$ cat config.mk
export PLATFORM = sky130hd
export DESIGN_NAME = lpau_lane
export DESIGN_NICKNAME = d
export VERILOG_FILES = /design/src/hw/rtl/lpau_pkg.sv /design/src/hw/rtl/lpau_lane.sv
export VERILOG_INCLUDE_DIRS = /design/src /design/src/hw/rtl
export SDC_FILE = /design/constraint.sdc
export NUM_CORES = 2
export LEC_CHECK = 0
export BUFFER_PORTS_ARGS = -buffer_cell sky130_fd_sc_hd__buf_2
export CAP_MARGIN = 10
export CORE_MARGIN = 2
export CORE_UTILIZATION = 35
export DETAILED_ROUTE_END_ITERATION = 8
export HOLD_SLACK_MARGIN = 0.03
export SKIP_LAST_GASP = 1
export SLEW_MARGIN = 15
export SYNTH_ARGS = -nofsm -noshare
export SYNTH_HDL_FRONTEND = slang
export SYNTH_SLANG_ARGS = --single-unit
export TNS_END_PERCENT = 20
$ cat constraint.sdc
create_clock -name clk -period 25.2 [get_ports clk]
set_input_delay 5.04 -clock clk [delete_from_list [all_inputs] [get_ports clk]]
set_output_delay 5.04 -clock clk [all_outputs]
set_load 0.02 [all_outputs]
$ cat src/hw/rtl/assert_macros.svh
// Assertion helpers shared by the RTL files.
`ifndef ASSERT_MACROS_SVH
`define ASSERT_MACROS_SVH

// Property must hold at every clock edge outside of reset.
`define ASSERT_CLK(name, clk, rst_n, prop) \
    name: assert property (@(posedge clk) disable iff (!rst_n) prop) \
        else $error("assertion failed");

// Condition must never be true outside of reset.
`define ASSERT_NEVER(name, clk, rst_n, cond) \
    name: assert property (@(posedge clk) disable iff (!rst_n) !(cond)) \
        else $error("forbidden condition seen");

`endif

$ cat src/hw/rtl/lpau_pkg.sv
package lpau_pkg;

    localparam int CHANNELS      = 6;
    localparam int SAMPLE_WIDTH  = 32;

    localparam int COEFF_W       = 17;
    localparam int FRAC_W        = 16;
    localparam int ONE_Q16       = 65536;
    localparam int COEFF_RESET   = ONE_Q16;

    // 2*pi and 1.5*pi in Q16.16; both fit in a 20-bit signed value.
    localparam int TWO_PI_Q16    = 411775;
    localparam int WRAP_LIMIT_Q16 = 308831;
    localparam int CONST_W       = 20;

    localparam int ANGLE_FIRST   = 3;
    localparam int ANGLE_LAST    = 5;

    typedef struct packed {
        logic               accept;
        logic               first;
        logic               wrap;
        logic [COEFF_W-1:0] coeff;
    } lane_ctrl_t;

endpackage

$ cat src/hw/rtl/lpau_lane.sv
`include "assert_macros.svh"

module lpau_lane #(
    parameter int SW       = lpau_pkg::SAMPLE_WIDTH,
    parameter bit IS_ANGLE = 1'b0
) (
    input  logic                   clk,
    input  logic                   rst_n,
    input  lpau_pkg::lane_ctrl_t   ctrl,
    input  logic signed [SW-1:0]   x,
    output logic signed [SW-1:0]   y
);

    // Working width holds a sample plus a two-pi shift with margin.
    localparam int YW   = ((SW > lpau_pkg::CONST_W) ? SW : lpau_pkg::CONST_W) + 2;
    localparam int DW   = YW + 1;
    localparam int PW   = DW + lpau_pkg::COEFF_W + 1;
    localparam int QW   = PW - lpau_pkg::FRAC_W;
    localparam int SUMW = QW + 1;

    localparam logic signed [YW-1:0] TWO_PI    = YW'(lpau_pkg::TWO_PI_Q16);
    localparam logic signed [YW-1:0] LIMIT_POS = YW'(lpau_pkg::WRAP_LIMIT_Q16);
    localparam logic signed [YW-1:0] LIMIT_NEG = -LIMIT_POS;
    localparam logic signed [PW-1:0] HALF      = PW'(lpau_pkg::ONE_Q16 / 2);
    localparam logic signed [SUMW-1:0] SAT_HI  =
        $signed({{(SUMW-SW+1){1'b0}}, {(SW-1){1'b1}}});
    localparam logic signed [SUMW-1:0] SAT_LO  = ~SAT_HI;

    logic signed [SW-1:0]   prev_reg;
    logic signed [YW-1:0]   x_ext;
    logic signed [YW-1:0]   yp_base;
    logic signed [YW-1:0]   d_base;
    logic signed [YW-1:0]   yp;
    logic signed [DW-1:0]   d;
    logic signed [PW-1:0]   prod;
    logic signed [PW-1:0]   rnd;
    logic signed [QW-1:0]   step;
    logic signed [SUMW-1:0] sum;

    always_comb
    begin
        x_ext   = YW'(x);
        yp_base = ctrl.first ? x_ext : YW'(prev_reg);
        d_base  = x_ext - yp_base;
        yp      = yp_base;
        // Angles: pull the previous output one turn toward the new sample.
        if (IS_ANGLE && ctrl.wrap && !ctrl.first)
        begin
            if (d_base > LIMIT_POS)
            begin
                yp = yp_base + TWO_PI;
            end
            else if (d_base < LIMIT_NEG)
            begin
                yp = yp_base - TWO_PI;
            end
        end
        d    = DW'(x_ext) - DW'(yp);
        prod = PW'(d) * PW'($signed({1'b0, ctrl.coeff}));
        rnd  = prod + HALF;
        step = $signed(rnd[PW-1:lpau_pkg::FRAC_W]);
        sum  = SUMW'(yp) + SUMW'(step);
        if (sum > SAT_HI)
        begin
            y = SAT_HI[SW-1:0];
        end
        else if (sum < SAT_LO)
        begin
            y = SAT_LO[SW-1:0];
        end
        else
        begin
            y = sum[SW-1:0];
        end
    end

    always_ff @(posedge clk or negedge rst_n)
    begin
        if (!rst_n)
        begin
            prev_reg <= '0;
        end
        else if (ctrl.accept)
        begin
            prev_reg <= y;
        end
    end

    // The first word after reset passes through unchanged.
    `ASSERT_CLK(a_first_passes, clk, rst_n, (ctrl.accept && ctrl.first) |=> prev_reg == $past(x))

endmodule

==> run metrics <==
DRT antenna net count=0; DR vias=20,698; Worst Hold Class=reg -> reg; register area=800.8 um^2; Worst-path clk slew=approximately 50 ps; TritonCTS clock tree=built; Multi-input gate area=23,080 um^2; DRT Wirelength=72,300 um; CP top delay family=compound AO/OA/AOI/OAI gates; final critical-path required period=24,150 ps; Slew headroom=0.1054; vias per inst=4.979; post-CTS setup buffer count=0; CTS sink cnt=32; FILL cells=8,020; Buf+Inv Stages, Crit Path=9; Setup crit end kind=output pin; WS Path Type=in -> out; CP Data Arrival Time=19,110 ps; layout cell share with drive strength beyond 1=0.05469; period utilization=0.9584; CTS root buffer=clkbuf_16; most common cell after layout, fill and taps aside=inv_1; flops & latches, synth=32; setup TNS=0 ps; Worst Max-Slew Pin Slew=1328 ps; RSZ-0062 raised after global routing=no; Final setup violation count=0; Mapped Area=26,930 um^2; drt pass-1 iters=5; Worst Path Required=20,160 ps; syn avg cell area=8.541 um^2; design area=28,660 um^2; number of H-tree levels=2; Max Cap Viol=0; worst setup margin=about 1000 ps; die area=79,180 um^2; # DRC=0; most frequent cells in the layout=inv_1, fa_1, nand2_1; first-pass GRT wire length=117,300 um; clk_lat worst skew=approximately 290 ps; drt wl/cell=~17 um; core area=between 70,000 and 80,000 um^2; max frequency=between 40 and 50 MHz; FFs w/ async S/R, synth=1.000; crit path max-delay cell type=o31ai_4; vias in the first global route=21,814; final count of pins violating max slew=0; placed wire-length estimate=56,430 um; EDFF count, synth=0; RePlAce Congestion=0.8536; nets@finish=3,973; initial antenna violation count=4; GRT overflow=0; Hold Fails Final Rpt=0; initial DRC count=roughly 1,100; Post-Synthesis Cells=3,153; Site Rows=101; Layout Skew=8.808 ps; Die Span Y=between 200 and 300 um; placed cell area=28,460 um^2; total CTS buffers=5; DIE WIDTH=281.4 um; Area Overhead vs Synth=6.402%; GRT Util Overall=0.1872; Buffers on Ports=84; Starting Density=0.3540; Post-Place Setup Slack=approximately 940 ps; ys flop type=dfrtp_1; Worst Path Max Fanout=35; Seq/Total Area, Yosys=0.02973; CP max stage delay=720 ps; Yosys cell types=70; syn nets=4,000; most frequent CP cell=fa_1; antenna cells=0; Synth warnings=0; I/O pin count=86; number of flip-flops in the largest register=32; status=finished, final reports clean; CP startpoint kind=primary input; maximum clock path buffer count=2; largest net degree at the start of global routing=63
worst reg2reg max path, delay by kind of cell (launching register included):
kind | cells | cell delay [ps]
AOI/OAI and AO/OA | 18 | 4730
adders and majority gates | 10 | 4370
and+or+nand+nor | 10 | 2450
buffers and inverters | 7 | 1110
xor gates and xnor gates | 2 | 660
DFF | 1 | 380
muxes | 1 | 290
layer usage:
metal / track usage / up-vias / wire, um
met4: 0.05415 / 0 / 2353
met5: 0 / - / 0
met1: 0.2265 / 10470 / 30010
met2: 0.3527 / 418 / 37580
li1: - / 9685 / -
met3: 0.01467 / 125 / 2360
stage by stage:
step,util,hold WS [ps],cells
after floorplan,-,452.2,3153
after global placement,0.3741,466.1,4148
after detailed placement,0.3741,472.6,4148
after CTS,0.3762,483.9,4156
after global routing,0.3767,502.4,4157
final,0.3767,480.9,4157
area by class of cell:
class                           instances  area share
Inverter                              679     0.08894
Clock buffer                            6    0.004497
Sequential cell                        32     0.02795
Tap cell                             1030     0.04497
Timing Repair Buffer                  131     0.02698
Multi-Input combinational cell       2277      0.8054
Clock inverter                          2    0.001223
logic make-up after synthesis:
| logic type | after synthesis | synth area share |
|---|---|---|
| compound gates | 431 | 0.1089 |
| xor+xnor | 98 | 0.03187 |
| fa+ha+maj | 797 | 0.5260 |
| buf+inv | 845 | 0.1187 |
| flops | 32 | 0.02973 |
| mux | 32 | 0.01194 |
| simple gates | 918 | 0.1729 |
worst paths after layout:
check	startpoint	end	slack [ps]	cells after the start
max in group asynchronous	rst_n	prev_reg[29]$_DFFE_PN0P_	19890	1
min in group asynchronous	rst_n	prev_reg[3]$_DFFE_PN0P_	4820	1
worst min register to register	prev_reg[13]$_DFFE_PN0P_	prev_reg[13]$_DFFE_PN0P_	480	2
worst max-delay path	ctrl[18]	y[21]	1050	49
worst min-delay path	prev_reg[13]$_DFFE_PN0P_	prev_reg[13]$_DFFE_PN0P_	480	2
worst max register to register	prev_reg[0]$_DFFE_PN0P_	prev_reg[8]$_DFFE_PN0P_	11110	48
Yosys cell counts (3+ instances only):
| cell type | count | area (um^2) |
|---|---|---|
| nand3_1 | 32 | 160.2 |
| buf_4 | 3 | 22.52 |
| nand4_1 | 18 | 112.6 |
| a311o_1 | 14 | 140.1 |
| o21a_1 | 25 | 187.7 |
| a21boi_0 | 18 | 135.1 |
| nor4_1 | 20 | 125.1 |
| xor2_1 | 38 | 332.8 |
| o311ai_0 | 3 | 26.28 |
| nand2b_1 | 34 | 212.7 |
| nor3_1 | 22 | 110.1 |
| o21bai_1 | 15 | 112.6 |
| dfrtp_1 | 32 | 800.8 |
| o21ai_1 | 36 | 180.2 |
| fa_1 | 560 | 11210 |
| a21oi_1 | 88 | 440.4 |
| inv_1 | 678 | 2545 |
| o311ai_1 | 31 | 271.5 |
| o211ai_1 | 12 | 90.09 |
| ha_1 | 233 | 2915 |
| or3_1 | 7 | 43.79 |
| a211o_1 | 4 | 35.03 |
| a211oi_1 | 10 | 75.07 |
| and2_1 | 271 | 1695 |
| or2_2 | 3 | 18.77 |
| o22ai_1 | 3 | 18.77 |
| and3_1 | 19 | 118.9 |
| buf_1 | 7 | 26.28 |
| maj3_1 | 4 | 40.04 |
| a21o_1 | 48 | 360.4 |
| nor2_1 | 62 | 232.7 |
| buf_2 | 11 | 55.05 |
| a31oi_1 | 9 | 56.30 |
| nor2b_1 | 67 | 419.2 |
| o221ai_1 | 13 | 113.9 |
| o31a_1 | 5 | 43.79 |
| xnor2_1 | 60 | 525.5 |
| nand2_1 | 354 | 1329 |
| o21ai_0 | 68 | 340.3 |
| a311oi_1 | 4 | 35.03 |
| clkbuf_1 | 145 | 544.3 |
| mux2i_1 | 31 | 310.3 |
repair_timing:
item,4_1_cts,5_1_grt
setup endpoints to repair,0,31
hold buffers,0,0
resized for setup,0,3
Power is left out: the tool's default activity adds up to more than one toggle a clock period on the data nets, which glitch-free logic cannot reach.
