$ cat src/hw/rtl/assert_macros.svh
// Assertion helpers shared by the RTL files.
`ifndef ASSERT_MACROS_SVH
`define ASSERT_MACROS_SVH

// Property must hold at every clock edge outside of reset.
`define ASSERT_CLK(name, clk, rst_n, prop) \
    name: assert property (@(posedge clk) disable iff (!rst_n) prop) \
        else $error("assertion failed");

// Condition must never be true outside of reset.
`define ASSERT_NEVER(name, clk, rst_n, cond) \
    name: assert property (@(posedge clk) disable iff (!rst_n) !(cond)) \
        else $error("forbidden condition seen");

`endif

$ cat src/hw/rtl/lpau_pkg.sv
package lpau_pkg;

    localparam int CHANNELS      = 6;
    localparam int SAMPLE_WIDTH  = 32;

    localparam int COEFF_W       = 17;
    localparam int FRAC_W        = 16;
    localparam int ONE_Q16       = 65536;
    localparam int COEFF_RESET   = ONE_Q16;

    // 2*pi and 1.5*pi in Q16.16; both fit in a 20-bit signed value.
    localparam int TWO_PI_Q16    = 411775;
    localparam int WRAP_LIMIT_Q16 = 308831;
    localparam int CONST_W       = 20;

    localparam int ANGLE_FIRST   = 3;
    localparam int ANGLE_LAST    = 5;

    typedef struct packed {
        logic               accept;
        logic               first;
        logic               wrap;
        logic [COEFF_W-1:0] coeff;
    } lane_ctrl_t;

endpackage

$ cat src/hw/rtl/lpau_merge.sv
`include "assert_macros.svh"

module lpau_merge #(
    parameter  int CH  = lpau_pkg::CHANNELS,
    parameter  int SW  = lpau_pkg::SAMPLE_WIDTH,
    localparam int TDW = ((CH * SW + 7) / 8) * 8
) (
    input  logic                     clk,
    input  logic                     rst_n,
    input  logic                     in_accept,
    input  logic [CH-1:0][SW-1:0]    lane_y,
    output logic                     can_accept,
    output logic                     m_axis_tvalid,
    input  logic                     m_axis_tready,
    output logic [TDW-1:0]           m_axis_tdata
);

    logic [TDW-1:0] word_next;
    logic [TDW-1:0] out_data_reg;
    logic [TDW-1:0] skid_data_reg;
    logic           out_valid_reg;
    logic           skid_valid_reg;
    logic           out_fire;
    logic           load_out;
    logic           load_skid;

    // Lane 0 lands in the low bits; padding bits are zero.
    assign word_next = TDW'(lane_y);
    assign out_fire  = out_valid_reg && m_axis_tready;
    assign load_out  = in_accept && (!out_valid_reg || out_fire);
    assign load_skid = in_accept && out_valid_reg && !out_fire;

    assign can_accept    = !skid_valid_reg;
    assign m_axis_tvalid = out_valid_reg;
    assign m_axis_tdata  = out_data_reg;

    always_ff @(posedge clk or negedge rst_n)
    begin
        if (!rst_n)
        begin
            out_valid_reg  <= 1'b0;
            skid_valid_reg <= 1'b0;
        end
        else if (skid_valid_reg)
        begin
            if (out_fire)
            begin
                skid_valid_reg <= 1'b0;
            end
        end
        else if (load_skid)
        begin
            skid_valid_reg <= 1'b1;
        end
        else if (load_out)
        begin
            out_valid_reg <= 1'b1;
        end
        else if (out_fire)
        begin
            out_valid_reg <= 1'b0;
        end
    end

    always_ff @(posedge clk)
    begin
        if (skid_valid_reg && out_fire)
        begin
            out_data_reg <= skid_data_reg;
        end
        else if (!skid_valid_reg && load_out)
        begin
            out_data_reg <= word_next;
        end
        if (!skid_valid_reg && load_skid)
        begin
            skid_data_reg <= word_next;
        end
    end

    `ASSERT_NEVER(a_skid_alone, clk, rst_n, skid_valid_reg && !out_valid_reg)
    `ASSERT_CLK(a_skid_drains, clk, rst_n, (skid_valid_reg && m_axis_tready) |=> (!skid_valid_reg && out_valid_reg))

endmodule

$ cat config.mk
export PLATFORM = sky130hd
export DESIGN_NAME = lpau_merge
export DESIGN_NICKNAME = d
export VERILOG_FILES = /design/src/hw/rtl/lpau_pkg.sv /design/src/hw/rtl/lpau_merge.sv
export VERILOG_INCLUDE_DIRS = /design/src /design/src/hw/rtl
export SDC_FILE = /design/constraint.sdc
export NUM_CORES = 1
export LEC_CHECK = 0
export BUFFER_PORTS_ARGS = -buffer_cell sky130_fd_sc_hd__buf_2
export CAP_MARGIN = 20
export CORE_ASPECT_RATIO = 1.5
export CORE_UTILIZATION = 49
export CTS_BUF_LIST = sky130_fd_sc_hd__clkbuf_8
export DETAILED_ROUTE_END_ITERATION = 10
export PLACE_DENSITY_LB_ADDON = 0.1
export SYNTH_ARGS = -nofsm -noshare
export SYNTH_HDL_FRONTEND = slang
export SYNTH_SLANG_ARGS = --single-unit
$ cat constraint.sdc
create_clock -name clk -period 15.52 [get_ports clk]
set_input_delay 1.552 -clock clk [delete_from_list [all_inputs] [get_ports clk]]
set_output_delay 1.552 -clock clk [all_outputs]
set_load 0.02 [all_outputs]
==> results of run 1 <==
[cells in the mapped netlist, drive strengths merged]
cell | instances | share of area, %
edfxtp | 384 | 80
buf | 21 | 1.6
nor2b | 1 | 0.043
a2bb2oi | 1 | 0.061
o21ai | 1 | 0.035
mux2 | 192 | 18
nand2b | 1 | 0.043
inv | 2 | 0.052
nand3 | 1 | 0.069
a21oi | 2 | 0.069
nand2 | 1 | 0.026
nor3 | 1 | 0.035
dfrtp | 2 | 0.35
[routing by layer]
metal / vias to the layer above / track usage [%] / routed length, µm
li1: 3318 / - / -
met1: 3499 / 21.7 / 10800
met2: 311 / 31.3 / 14300
met3: 60 / 7.14 / 2850
met4: 0 / 8.79 / 923
met5: - / 0 / 0
[cells by family (layout without fill, tap and decap cells)]
group | count (synthesis) | after routing | share of synthesized area, %
flip-flops | 386 | 386 | 80.4
multiplexers | 192 | 192 | 17.6
buffers and inverters | 23 | 495 | 1.65
AND/OR/NAND/NOR | 5 | 5 | 0.217
AO/OA/AOI/OAI | 4 | 4 | 0.165
other | 0 | 3 | 0
[worst paths after layout]
kind	start	to	slack (ps)	depth (start not counted)
setup reg to reg	skid_valid_reg	m_axis_tdata[102]	12260	4
min in group asynchronous	rst_n	skid_valid_reg	740	1
hold reg to reg	skid_data_reg[164]	m_axis_tdata[164]	520	1
hold / removal	skid_data_reg[164]	m_axis_tdata[164]	520	1
max in group asynchronous	rst_n	m_axis_tvalid	14680	1
setup / recovery	in_accept	m_axis_tdata[102]	11790	5
[power groups by stage]
stage,Clock (mW),Combinational [mW],Sequential [mW]
2_1_floorplan,0,0.314,1.88
3_3_place_gp,0,0.833,1.55
3_5_place_dp,0,0.838,1.56
4_1_cts,0.733,0.839,1.54
5_1_grt,0.772,0.874,1.56
6_report,0.707,0.824,1.53
[worst max-delay path, cell delays in order]
cell	delay, ps
buf_2	90
nand2b_1	140
a2bb2oi_4	780
buf_4	660
buf_4	660
[cell type report]
type	instances	area [µm²]
tap	390	488
clock inverter	41	165
multi-input combinational	201	2630
inverter	2	7.51
fill	2200	11100
timing repair buffer	395	2020
clock buffer	57	785
antenna	3	7.51
sequential	386	11600
==> results.json, run 1 <==
{
  "initial_utilization_pct": 50.0,
  "post-cts-setup-buffer-count": 0,
  "drt_wl_total_mm": 28.9,
  "drt_iter0_drc": 494,
  "grt_pass1_vias": 7544,
  "cellPowerDensity_nw_per_um2": 173,
  "power_frac_clock_pct": 23.1,
  "finalPower_mw": 3.06,
  "synth.ff_latch_count": 386,
  "die-height_um": 212,
  "die_w_um": 142,
  "vias": 7188,
  "cp-start-kind": "input pin",
  "fin_tns_setup_ps": 0,
  "cp-end-kind": "flip-flop",
  "worst_clock_skew_ps": 19.6,
  "cp_data_arrival_time_ps": 3940,
  "dp_cells": 1374,
  "cts_tree": "done",
  "core_um2": 28800,
  "fin_crit_ps": 3730,
  "die_area_um2": 30100,
  "cts_htree_levels": 2,
  "stdcell_count": 1475,
  "io_pins": 390,
  "timing.hold.ws_ps": 524,
  "viasPerCell": 4.87,
  "layout_commonest_cell": "buf_2",
  "insertion_delay_ps": 600,
  "final_core_util_pct": 61.4,
  "yosysSeqAreaShare_pct": 80.4,
  "rows": 76,
  "area_growth_pct": 22.7,
  "layout_common_cells": "389 x buf_2, 384 x edfxtp_1, 100 x mux2_4",
  "cts-root-buf": "clkbuf_8",
  "internal-power_mw": 2.09,
  "cts_resized": 0,
  "ir_drop_mv": 0.194,
  "ctsHoldBuffers": 0,
  "hp-class": "reg -> reg",
  "dp_hpwl_mm": 18.7,
  "final_area_um2": 17700,
  "place_area_um2": 16700,
  "track_usage_pct": 18.9,
  "grt_pass1_wl_mm": 42.5,
  "setup_viol": 0,
  "relSlewSlack_pct": 22.0,
  "rsz0062_at_grt": "no",
  "syn_avg_cell_area_um2": 23.6,
  "p_sw_share_pct": 31.8,
  "clock_sinks": 386,
  "p_leak_nw": 7.09,
  "drv_cap": 0,
  "comb_power_share_pct": 26.9,
  "path_clk_slew_ps": 60,
  "finalHoldViolCount": 0,
  "pre_cts_slack_ps": 11090,
  "grt_max_degree": 193,
  "max_freq_ghz": 0.268,
  "syn_nets": 806,
  "final_antenna_net_count": 0,
  "clockBufferDepth": 3,
  "synth.cell_area_um2": 14400,
  "synth_warnings": 0,
  "switching_power_uw": 975,
  "place_congestion": 0.784,
  "critPathRequiredTime_ps": 15730,
  "critPathKind": "in -> reg",
  "antenna_found_initial": 2,
  "layout_setup_ws_ps": 11790,
  "finalCritPeriodShare_pct": 24.0,
  "fin_nets": 1238,
  "status": "complete, no violations",
  "grt-ovfl-total": 0,
  "ys_types": 16,
  "drcViolationCount": 0,
  "drive_above_1_share_pct": 53.0,
  "syn_inst": 610,
  "cts_buffers": 56,
  "drt_pass1_iterations": 4,
  "worst-path-max-fanout": 52,
  "worst_slew_pin_slew_ps": 1170,
  "pwr-share-seq_pct": 50.1,
  "report.final.slew_viol_count": 0,
  "port_buffers": 389,
  "wire_per_inst_um": 19.6
}
Note: power is estimated with default switching activity, not from simulation.
==> run 2, diff against run 1 <==
--- a/config.mk
+++ b/config.mk
@@ -9,7 +9,7 @@
 export BUFFER_PORTS_ARGS = -buffer_cell sky130_fd_sc_hd__buf_2
 export CAP_MARGIN = 20
 export CORE_ASPECT_RATIO = 1.5
-export CORE_UTILIZATION = 49
+export CORE_UTILIZATION = 54
 export CTS_BUF_LIST = sky130_fd_sc_hd__clkbuf_8
 export DETAILED_ROUTE_END_ITERATION = 10
 export PLACE_DENSITY_LB_ADDON = 0.1
==> constraint.sdc (replaced) <==
create_clock -name clk -period 3.9 [get_ports clk]
set_input_delay 0.39 -clock clk [delete_from_list [all_inputs] [get_ports clk]]
set_output_delay 0.39 -clock clk [all_outputs]
set_load 0.02 [all_outputs]
==> run 2 against run 1 <==
Effect of this change:
- sequential power grew to 4.0 times the previous value
- cell count up 9.6%
- largest cell class unchanged
- power rose to 4.1 times the previous value
- count of clock-buffer cells in the layout increased by 2
- critical path depth is 2 lower
- combinational power increased to 4.2 times the previous value
- critical endpoint is now m_axis_tdata[10]
- clock power increased to 4.0 times the previous value
- sequential share of layout area shrank 6.5 points
==> results.json, run 2 (same netlist as run 1, synthesis figures left out) <==
{
  "layout_setup_ws_ps": 1690,
  "comb_power_share_pct": 28.0,
  "met2WireLength_mm": 15.3,
  "drcViolationCount": 0,
  "worst_slew_pin_slew_ps": 630,
  "grt_pass1_vias": 8613,
  "cts_tree": "done",
  "seq_area_um2": 11600,
  "finalPower_mw": 12.5,
  "switching_power_mw": 3.95,
  "cp-start-kind": "flip-flop",
  "wire_per_inst_um": 19.2,
  "dp_hpwl_mm": 19.3,
  "area_growth_pct": 36.3,
  "port_buffers": 389,
  "worst-path-max-fanout": 47,
  "timing.hold.ws_ps": 39.6,
  "grt-ovfl-total": 0,
  "hold_depth": 1,
  "min_to": "skid_data_reg[182]",
  "critPathRequiredTime_ps": 4110,
  "internal-power_mw": 8.51,
  "fin_tns_setup_ps": 0,
  "setup_viol": 0,
  "p_sw_share_pct": 31.7,
  "pwr-share-seq_pct": 49.0,
  "pre_cts_slack_ps": 1700,
  "drt_wl_total_mm": 31.0,
  "max_freq_ghz": 0.452,
  "post-cts-setup-buffer-count": 0,
  "stdcell_count": 1617,
  "drive_above_1_share_pct": 45.7,
  "cp-end-kind": "flip-flop",
  "place_congestion": 0.771,
  "viasPerCell": 4.98,
  "clock_sinks": 386,
  "cts_htree_levels": 2,
  "wl_met1_mm": 11.7,
  "rsz0062_at_grt": "no",
  "drt_iter0_drc": 404,
  "nFillCells": 1538,
  "io_pins": 390,
  "r2r_slack_ps": 1690,
  "cts_resized": 0,
  "track_usage_pct": 22.8,
  "die_area_um2": 27400,
  "finalHoldViolCount": 0,
  "drt_pass1_iterations": 5,
  "grt_max_degree": 100,
  "vias": 8060,
  "r2r_start": "skid_valid_reg",
  "p_leak_nw": 7.96,
  "met3WireLength_mm": 2.68,
  "grt_pass1_wl_mm": 46.7,
  "cp_data_arrival_time_ps": 2420,
  "worst_clock_skew_ps": 13.2,
  "finalCritPeriodShare_pct": 56.7,
  "drv_cap": 0,
  "hp-start": "lane_y[182]",
  "cts-root-buf": "clkbuf_8",
  "relSlewSlack_pct": 58.0,
  "fin_nets": 1434,
  "report.final.slew_viol_count": 0,
  "core_um2": 26000,
  "path_clk_slew_ps": 60,
  "antenna_found_initial": 2,
  "critPathKind": "reg -> reg",
  "power_frac_clock_pct": 23.0,
  "cts_buffers": 56,
  "status": "complete, no violations",
  "cellPowerDensity_nw_per_um2": 634,
  "highest_layer": "met4",
  "initial_utilization_pct": 55.4,
  "hp-class": "in -> reg",
  "fin_crit_ps": 2210,
  "multi_input_area_um2": 2640,
  "clockBufferDepth": 3,
  "layout_commonest_cell": "buf_2",
  "final_antenna_net_count": 0,
  "ir_drop_mv": 0.432,
  "rr_worst_depth": 3,
  "insertion_delay_ps": 580,
  "die_w_um": 135,
  "layout_common_cells": "389 x buf_2, 384 x edfxtp_1, 191 x dlygate4sd3_1",
  "die-height_um": 202,
  "dp_cells": 1322,
  "r2r-end": "m_axis_tdata[10]",
  "rows": 72
}
-- run 2: cell types whose count changed in the layout (fill, tap and decap cells not counted), sizes merged --
cell	delta
buf	+5
clkbuf	+2
clkinv	+1
diode	-1
dlygate4sd3	+191
inv	+1
-- run 2: final cells by class --
type,instances,area share (%)
Sequential cell,386,59.0
Timing Repair Buffer,591,20.4
Multi-Input combinational cell,201,13.4
Clock buffer,59,4.14
Tap cell,333,2.12
Clock inverter,43,0.879
Inverter,2,0.0382
Antenna cell,2,0.0255
-- run 2: through the flow --
stage / cell area (µm²) / util [%]
after floorplan: 14400 / -
after global placement: 16700 / 64.3
after detailed placement: 16700 / 64.3
after CTS: 19600 / 75.4
after global routing: 19600 / 75.4
final: 19600 / 75.4
-- run 2: layer usage --
layer	GRT usage, %	up-vias
li1	-	3716
met1	26.8	3895
met2	37.9	377
met3	6.95	72
met4	10.9	0
met5	0	-
-- run 2: how the worst max path moves through the flow --
stage                   start          endpoint
2_1_floorplan  skid_valid_reg  skid_data_reg[0]
3_3_place_gp   skid_valid_reg   m_axis_tdata[9]
3_5_place_dp   skid_valid_reg   m_axis_tdata[9]
4_1_cts        skid_valid_reg  m_axis_tdata[12]
5_1_grt        skid_valid_reg  m_axis_tdata[12]
6_report       skid_valid_reg  m_axis_tdata[10]
-- run 2: power groups by stage --
stage	Combinational [mW]	Sequential [mW]	Clock, mW
3_5_place_dp	3.37	6.19	0
5_1_grt	3.70	6.19	3.11
2_1_floorplan	1.28	7.22	0
3_3_place_gp	3.34	6.16	0
4_1_cts	3.52	6.11	2.94
6_report	3.49	6.11	2.86
-- run 2: what timing repair did --
action                     4_1_cts  5_1_grt
setup endpoints to repair        0        0
hold buffers                   191        0
hold endpoints to repair       192        0
-- run 2: worst max-delay path, cell delays in order (launching register included) --
cell       delay, ps
dfrtp_1          460
nand2b_4         200
a2bb2oi_4        510
buf_4            610
==> run 3, diff against run 2 <==
--- a/config.mk
+++ b/config.mk
@@ -9,7 +9,7 @@
 export BUFFER_PORTS_ARGS = -buffer_cell sky130_fd_sc_hd__buf_2
 export CAP_MARGIN = 20
 export CORE_ASPECT_RATIO = 1.5
-export CORE_UTILIZATION = 54
+export CORE_UTILIZATION = 49
 export CTS_BUF_LIST = sky130_fd_sc_hd__clkbuf_8
 export DETAILED_ROUTE_END_ITERATION = 10
 export PLACE_DENSITY_LB_ADDON = 0.1
==> constraint.sdc (replaced) <==
create_clock -name clk -period 1.8 [get_ports clk]
set_input_delay 0.18 -clock clk [delete_from_list [all_inputs] [get_ports clk]]
set_output_delay 0.18 -clock clk [all_outputs]
set_load 0.02 [all_outputs]
==> run 3 against run 2 <==
Effect of this change:
- power increased by 120%
- wire length up 2.9%
- worst hold slack better by 280 ps
- via count fell by 0.29%
- register-to-register slack worse by 1600 ps
- maximum frequency rose by 33%
- sequential share of layout area is 1.6 points lower
- global-route usage decreased by 1.5 points
- die area up 10%
- clock skew rose by 7.3 ps
- critical endpoint is now skid_data_reg[111]
==> results.json, run 3 (same netlist as run 1, synthesis figures left out) <==
{
  "status": "complete, no violations",
  "finalHoldViolCount": 0,
  "die-height_um": 212,
  "drv_cap": 0,
  "worst_slew_pin_slew_ps": 438,
  "pre_cts_slack_ps": 141,
  "port_buffers": 389,
  "clock_sinks": 386,
  "layout_commonest_cell": "buf_2",
  "rows": 76,
  "cts-root-buf": "clkbuf_8",
  "nFillCells": 1883,
  "cp-end-kind": "flip-flop",
  "cts_htree_levels": 2,
  "wire_per_inst_um": 18.7,
  "fin_crit_ps": 1670,
  "hp-start": "lane_y[25]",
  "finalCritPeriodShare_pct": 92.7,
  "hold_depth": 2,
  "relSlewSlack_pct": 70.8,
  "r2r_start": "skid_valid_reg",
  "die_w_um": 142,
  "slowest_stage": "dfrtp_1",
  "path_buf_inv": 1,
  "grt-ovfl-total": 0,
  "grt_use_met3_pct": 6.71,
  "drive_above_1_share_pct": 46.1,
  "rr_worst_depth": 3,
  "r2r-end": "skid_data_reg[111]",
  "fin_tns_setup_ps": 0,
  "area_growth_pct": 40.0,
  "worst-path-max-fanout": 74,
  "rsz0062_at_grt": "no",
  "vias": 8037,
  "clockBufferDepth": 3,
  "post-cts-setup-buffer-count": 0,
  "place_congestion": 0.768,
  "insertion_delay_ps": 590,
  "path_depth": 3,
  "drt_wl_total_mm": 31.9,
  "grtUsageMet2_pct": 36.6,
  "drt_pass1_iterations": 4,
  "path_clk_slew_ps": 60,
  "max_freq_ghz": 0.599,
  "critPathRequiredTime_ps": 2020,
  "track_usage_pct": 21.3,
  "critPathMaxStageDelay_ps": 450,
  "critPathKind": "reg -> reg",
  "cts_buffers": 56,
  "hp-class": "in -> reg",
  "grt_pass1_vias": 8708,
  "drcViolationCount": 0,
  "timing.hold.ws_ps": 323,
  "dp_hpwl_mm": 20.9,
  "initial_utilization_pct": 50.0,
  "busiest_layer": "met2",
  "cts_tree": "done",
  "final_antenna_net_count": 0,
  "setup_viol": 0,
  "worst_clock_skew_ps": 20.5,
  "antenna_found_initial": 4,
  "critPathTopFamily": "flip-flops",
  "drt_iter0_drc": 347,
  "ir_drop_mv": 1.02,
  "report.final.slew_viol_count": 0,
  "p_leak_nw": 8.15,
  "core_um2": 28800,
  "min_to": "skid_data_reg[25]",
  "grt_pass1_wl_mm": 47.8,
  "die_area_um2": 30100,
  "fin_nets": 1463,
  "io_pins": 390,
  "cp_data_arrival_time_ps": 1890,
  "layout_setup_ws_ps": 131,
  "crit_path_cell_trace": "nand2b_4, nor3_4, buf_12",
  "r2r_slack_ps": 130,
  "layout_common_cells": "389 x buf_2, 384 x edfxtp_1, 196 x dlygate4sd3_1",
  "cp-start-kind": "flip-flop",
  "met1_usage_pct": 24.6,
  "grt_max_degree": 75,
  "cellPowerDensity_nw_per_um2": 1370,
  "viasPerCell": 4.71
}
==> run 3: power by group <==
part,total (mW),switching [mW],internal (mW),leakage (nW)
sequential,13.2,0.555,12.7,3.60
combinational,8.20,4.96,3.24,3.97
clock,6.22,3.16,3.07,0.580
==> run 3: layout make-up <==
class                      instances  area [µm²]  area share, %
tap                              390         488           2.42
clock inverter                    44         196          0.974
antenna                            6        15.0         0.0744
timing repair buffer             620        4460           22.1
multi-input combinational        201        2640           13.1
clock buffer                      57         785           3.89
sequential                       386       11600           57.4
inverter                           2        7.51         0.0372
==> run 3: stage by stage <==
stage / util (%) / cell area, µm² / total power [mW] / cells
final: 70.0 / 20200 / 27.7 / 1706
after detailed placement: 59.7 / 17200 / 21.4 / 1403
after floorplan: - / 14400 / 17.3 / 610
after global routing: 70.0 / 20200 / 28.9 / 1705
after global placement: 59.7 / 17200 / 21.3 / 1403
after CTS: 69.9 / 20200 / 28.0 / 1700
==> run 3: how the worst max path moves through the flow <==
stage,end,slack [ps],from
after detailed placement,skid_data_reg[157],140,skid_valid_reg
after floorplan,skid_data_reg[0],-3770,skid_valid_reg
after global routing,skid_data_reg[151],60,skid_valid_reg
final,skid_data_reg[111],130,skid_valid_reg
after CTS,skid_data_reg[151],130,skid_valid_reg
after global placement,skid_data_reg[157],170,skid_valid_reg
==> run 3: timing repair <==
| action | 4_1_cts | 5_1_grt |
|---|---|---|
| hold buffers | 196 | 0 |
| hold endpoints to repair | 388 | 0 |
| resized for setup | 0 | 0 |
==> run 3: metal layers <==
| layer | routed length (µm) | part of all wire, % |
|---|---|---|
| met4 | 854 | 2.7 |
| met2 | 16400 | 51 |
| met1 | 12200 | 38 |
| met3 | 2460 | 7.7 |
| met5 | 0 | 0 |
